## src/sv/vpts_pkg.sv

```systemverilog
// Shared constants and types for the vertex projection block.
package vpts_pkg;

  localparam int FRAC_BITS_DEF   = 16;
  localparam int COORD_WIDTH_DEF = 32;

  localparam int CFG_W     = 13;
  localparam int CFG_IDX_W = 2;
  localparam logic [CFG_IDX_W-1:0] CFG_VP_X = 2'd0;
  localparam logic [CFG_IDX_W-1:0] CFG_VP_Y = 2'd1;
  localparam logic [CFG_IDX_W-1:0] CFG_VP_W = 2'd2;
  localparam logic [CFG_IDX_W-1:0] CFG_VP_H = 2'd3;

  localparam int ACT_W = 2;
  localparam logic [ACT_W-1:0] ACT_PROJECT  = 2'd0;
  localparam logic [ACT_W-1:0] ACT_MODEL_WR = 2'd1;
  localparam logic [ACT_W-1:0] ACT_PROJ_WR  = 2'd2;

  localparam int IDX_W       = 4;
  localparam int MAT_N       = 16;
  localparam int QUEUE_DEPTH = 2;

  typedef enum logic {
    KIND_PROJECT = 1'b0,
    KIND_PWRITE  = 1'b1
  } kind_t;

  typedef struct packed {
    logic full;
    logic empty;
  } q_stat_t;

  function automatic logic is_diag(input int i);
    return (i % 5) == 0;
  endfunction

endpackage

```

## src/sv/vpts_queue.sv

```systemverilog
// Small register queue with full and empty status.
module vpts_queue #(
  parameter int WIDTH = 8,
  parameter int DEPTH = vpts_pkg::QUEUE_DEPTH
) (
  input  logic             clk,
  input  logic             rst_n,
  input  logic             push,
  input  logic [WIDTH-1:0] wdata,
  input  logic             pop,
  output logic [WIDTH-1:0] rdata,
  output vpts_pkg::q_stat_t stat
);
  import vpts_pkg::*;

  localparam int PTR_W = (DEPTH > 1) ? $clog2(DEPTH) : 1;
  localparam int CNT_W = $clog2(DEPTH + 1);

  logic [WIDTH-1:0] mem_r [DEPTH];
  logic [PTR_W-1:0] wr_ptr_r, wr_ptr_nxt, rd_ptr_r, rd_ptr_nxt;
  logic [CNT_W-1:0] cnt_r, cnt_nxt;
  logic do_push, do_pop;

  assign stat.full  = (cnt_r == CNT_W'(DEPTH));
  assign stat.empty = (cnt_r == '0);
  assign do_push    = push && !stat.full;
  assign do_pop     = pop && !stat.empty;
  assign rdata      = mem_r[rd_ptr_r];

  always_comb begin
    wr_ptr_nxt = wr_ptr_r;
    rd_ptr_nxt = rd_ptr_r;
    cnt_nxt    = cnt_r;
    if (do_push) begin
      wr_ptr_nxt = (wr_ptr_r == PTR_W'(DEPTH - 1)) ? '0 : wr_ptr_r + 1'b1;
    end
    if (do_pop) begin
      rd_ptr_nxt = (rd_ptr_r == PTR_W'(DEPTH - 1)) ? '0 : rd_ptr_r + 1'b1;
    end
    if (do_push && !do_pop) begin
      cnt_nxt = cnt_r + 1'b1;
    end else if (do_pop && !do_push) begin
      cnt_nxt = cnt_r - 1'b1;
    end
  end

  always_ff @(posedge clk) begin
    if (!rst_n) begin
      wr_ptr_r <= '0;
      rd_ptr_r <= '0;
      cnt_r    <= '0;
    end else begin
      wr_ptr_r <= wr_ptr_nxt;
      rd_ptr_r <= rd_ptr_nxt;
      cnt_r    <= cnt_nxt;
    end
  end

  always_ff @(posedge clk) begin
    if (do_push) begin
      mem_r[wr_ptr_r] <= wdata;
    end
  end
endmodule

```

## config.mk

```make
export PLATFORM = sky130hd
export DESIGN_NAME = vpts_queue
export DESIGN_NICKNAME = d
export VERILOG_FILES = /design/src/sv/vpts_pkg.sv /design/src/sv/vpts_queue.sv
export SDC_FILE = /design/constraint.sdc
export NUM_CORES = 1
export LEC_CHECK = 0
export ABC_AREA = 1
export BUFFER_PORTS_ARGS = -buffer_cell sky130_fd_sc_hd__buf_4
export CAP_MARGIN = 20
export CORE_MARGIN = 2
export CORE_UTILIZATION = 49
export CTS_CLUSTER_SIZE = 20
export DETAILED_ROUTE_END_ITERATION = 10
export PLACE_DENSITY = 0.78
export SYNTH_ARGS = -nofsm -noshare
export SYNTH_HDL_FRONTEND = slang
export SYNTH_SLANG_ARGS = --single-unit
```

## constraint.sdc

```tcl
create_clock -name clk -period 1.6 [get_ports clk]
set_input_delay 0.24 -clock clk [delete_from_list [all_inputs] [get_ports clk]]
set_output_delay 0.24 -clock clk [all_outputs]
set_load 0.01 [all_outputs]
```

==> results.md <==
- Outcome: complete, no violations
- CORE AREA: 1540 um2
- Syn Nets: 76
- Num CTS Buffers: 3
- Crit. End Element: primary output
- Clk pwr share: 0.157
- Reg2reg end: cnt_r[1]
- Final core occ: 0.680
- Internal: 1060 uW
- First DRT Iteration DRCs: 11
- Worst-skew pair later-pin latency: 0.29 ns
- Distinct cells, synth: 15
- Sw power: 466 uW
- Buf/Inv on CP: 1
- CP delay by family, top: flip-flops
- # port buffers: 21
- Worst reg2reg startpoint: cnt_r[1]
- Switch share: 0.306
- GRT Resource Usage Total: 0.146
- Layout Nets: 104
- First-pass DRT Iterations: 3
- Setup TNS Final: 0 ns
- Final worst path period share: 0.930
- Fillcell total: 124
- Vias/cell: 5.03
- Synthesized cell area: 823 um2
- RePlAce Congestion: approximately 0.73
- Gate power share: 0.340
- Yosys reg bits: 21
- Vias in the first global route: between 500 and 600
- Sequential fraction of the synthesis area: 0.705
- Peak VDD IR: 0.856 mV
- Flop pwr share: 0.502
- Clock-pin slew on the worst setup and hold paths: 0.11 ns
- Final hold vios: 0
- Synth warn: 0
- Syn Inst Count: 63
- Max Slew Vio Count: 0
- Fraction of layout cells with a size suffix above 1: 0.456
- First-pass GRT wire length: 2060 um
- Cts hold-fix bufs: 0
- WS Path Type: flop to primary output
- Drt wl/cell: 11.9 um
- CP cell instances: mux2_2 > buf_4
- Routed Wire Length: 1260 um
- RSZ-0062 raised after global routing: false
- Reg-to-reg slack, setup: around 0.20 ns
- DP HPWL: 996 um
- H-tree lvl count: 1
- Vias: 533
- Grt ovf: 0
- Slew HR: 0.854
- Area Growth Syn to Fin: 27.4%
- CTS sink cnt: 21
- Hold Path Origin: wdata[1]
- DRC: 0
- Crit-path slowest cell: dfxtp_2
- Worst slew pin tran: 0.218 ns
- Row cnt: 14
- Bufs on Longest Clock Path: 2
- Crit path required time: around 1.4 ns
- IO Count: 22
- Crit-path max cell delay: 0.45 ns
- Die height: 45.0 um
- Largest net degree at the start of global routing: 13
- Area of placed instances: 1020 um2
- Pwr/cell area: 1450 nW/um2
- Register-to-Register Path Depth: 9
- Tmin final: roughly 1.5 ns
- Antenna viol nets, final: 0
- TritonCTS clock tree: yes
- Clock Skew: 0.00358 ns
- Final Instance Area: 1050 um2
- Max-cap violations: 0
- Worst Path Arrival: 1.25 ns
- Max Fclk: 672 MHz
- Hold endpoint: mem_r[0][1]
- Crit path launch type: flop
- Initial Util: 0.534
- Root Driver: clkbuf_4
- Chip width: 45.0 um
- Avg Inst Size Synth: 13.1 um2
- Total die area: 2020 um2
- Worst Path Max Fanout: 8
- Hold Path Depth: 1
- Antenna violations before repair: 0
- Count of final setup violators: 0
- ANT cells: 0
- Hold/Removal Path Class: input port to flop
- Leak pwr: 0.000445 uW
==> sequential cells by signal (all words and copies together) (netlist names), named ones only <==
signal / count
cnt_r: 2
wr_ptr_r: 1
mem_r: 16
rd_ptr_r: 1
==> cell usage after synthesis, drive strengths merged <==
cell type / count / area [um2]
buf: 1 / 5.00
inv: 9 / 33.8
mux2: 8 / 90.1
nand3: 1 / 5.00
nor2: 11 / 43.8
nand2: 6 / 22.5
dfxtp: 5 / 100
a21oi: 1 / 5.00
edfxtp: 16 / 480
ha: 1 / 12.5
o21ai: 3 / 18.8
nand4: 1 / 6.26
==> worst max-delay path by stage <==
| stage | slack, ns | endpoint | startpoint | depth (start not counted) |
|---|---|---|---|---|
| floorplan | 0.28 | cnt_r[1] | cnt_r[0] | 9 |
| global route | 0.04 | rdata[5] | flop | 2 |
| detailed placement | 0.17 | cnt_r[1] | cnt_r[0] | 9 |
| global placement | 0.24 | cnt_r[1] | cnt_r[0] | 9 |
| CTS | 0.08 | rdata[5] | flop | 2 |
| finish | 0.11 | rdata[5] | flop | 2 |
==> logic make-up after synthesis <==
family                   Yosys count  share of synthesized area
AND/OR/NAND/NOR                   19                     0.0942
multiplexers                       8                      0.109
flip-flops                        21                      0.705
AO/OA/AOI/OAI                      4                     0.0289
buffers and inverters             10                     0.0471
adder cells (fa/ha/maj)            1                     0.0152
==> layout make-up <==
| type | count | area (um2) | area share |
|---|---|---|---|
| inverter | 9 | 33.8 | 0.0322 |
| tap | 16 | 20.0 | 0.0191 |
| timing repair buffer | 24 | 180 | 0.172 |
| sequential | 21 | 583 | 0.556 |
| multi-input combinational | 32 | 204 | 0.195 |
| clock buffer | 3 | 22.5 | 0.0215 |
| clock inverter | 1 | 5.00 | 0.00477 |
==> through the flow <==
step,std cells,power (uW),setup WS (ns),hold WS (ns)
floorplan,63,1070,0.278,0.339
finish,106,1520,0.112,0.126
global placement,102,1270,0.244,0.426
CTS,106,1540,0.0818,0.113
global route,106,1630,0.0390,0.102
detailed placement,102,1300,0.175,0.429
==> layer usage <==
layer  part of all wire  vias up  GRT usage
met2               0.56       15      0.266
met3              0.062        0     0.0440
met4                  0        0     0.0706
li1                   -      268          -
met5                  0        -          0
met1               0.38      250      0.149
==> cell usage in the layout (no fill, tap or decap) <==
master     n
clkbuf_4   3
a21oi_1    1
inv_2      1
dfxtp_1    3
dfxtp_2    2
edfxtp_1  16
nor2_1    10
ha_1       1
o21ai_2    1
nand3_1    1
inv_1      8
clkinv_2   1
nand4_1    1
nor2_2     1
mux2_2     8
o21ai_0    2
nand2_1    6
buf_4     24
==> power groups by stage <==
stage	Combinational, uW	Sequential, uW	Clock (uW)
2_1_floorplan	329	743	0
3_3_place_gp	503	768	0
3_5_place_dp	522	775	0
4_1_cts	525	764	253
5_1_grt	573	782	271
6_report	517	764	240
==> repair_timing <==
action / in CTS / in global routing
endpoints found under the setup margin: 8 / 1
resized for setup: 1 / 1
setup buffers: 0 / 0
(Power assumes the default switching activity.)
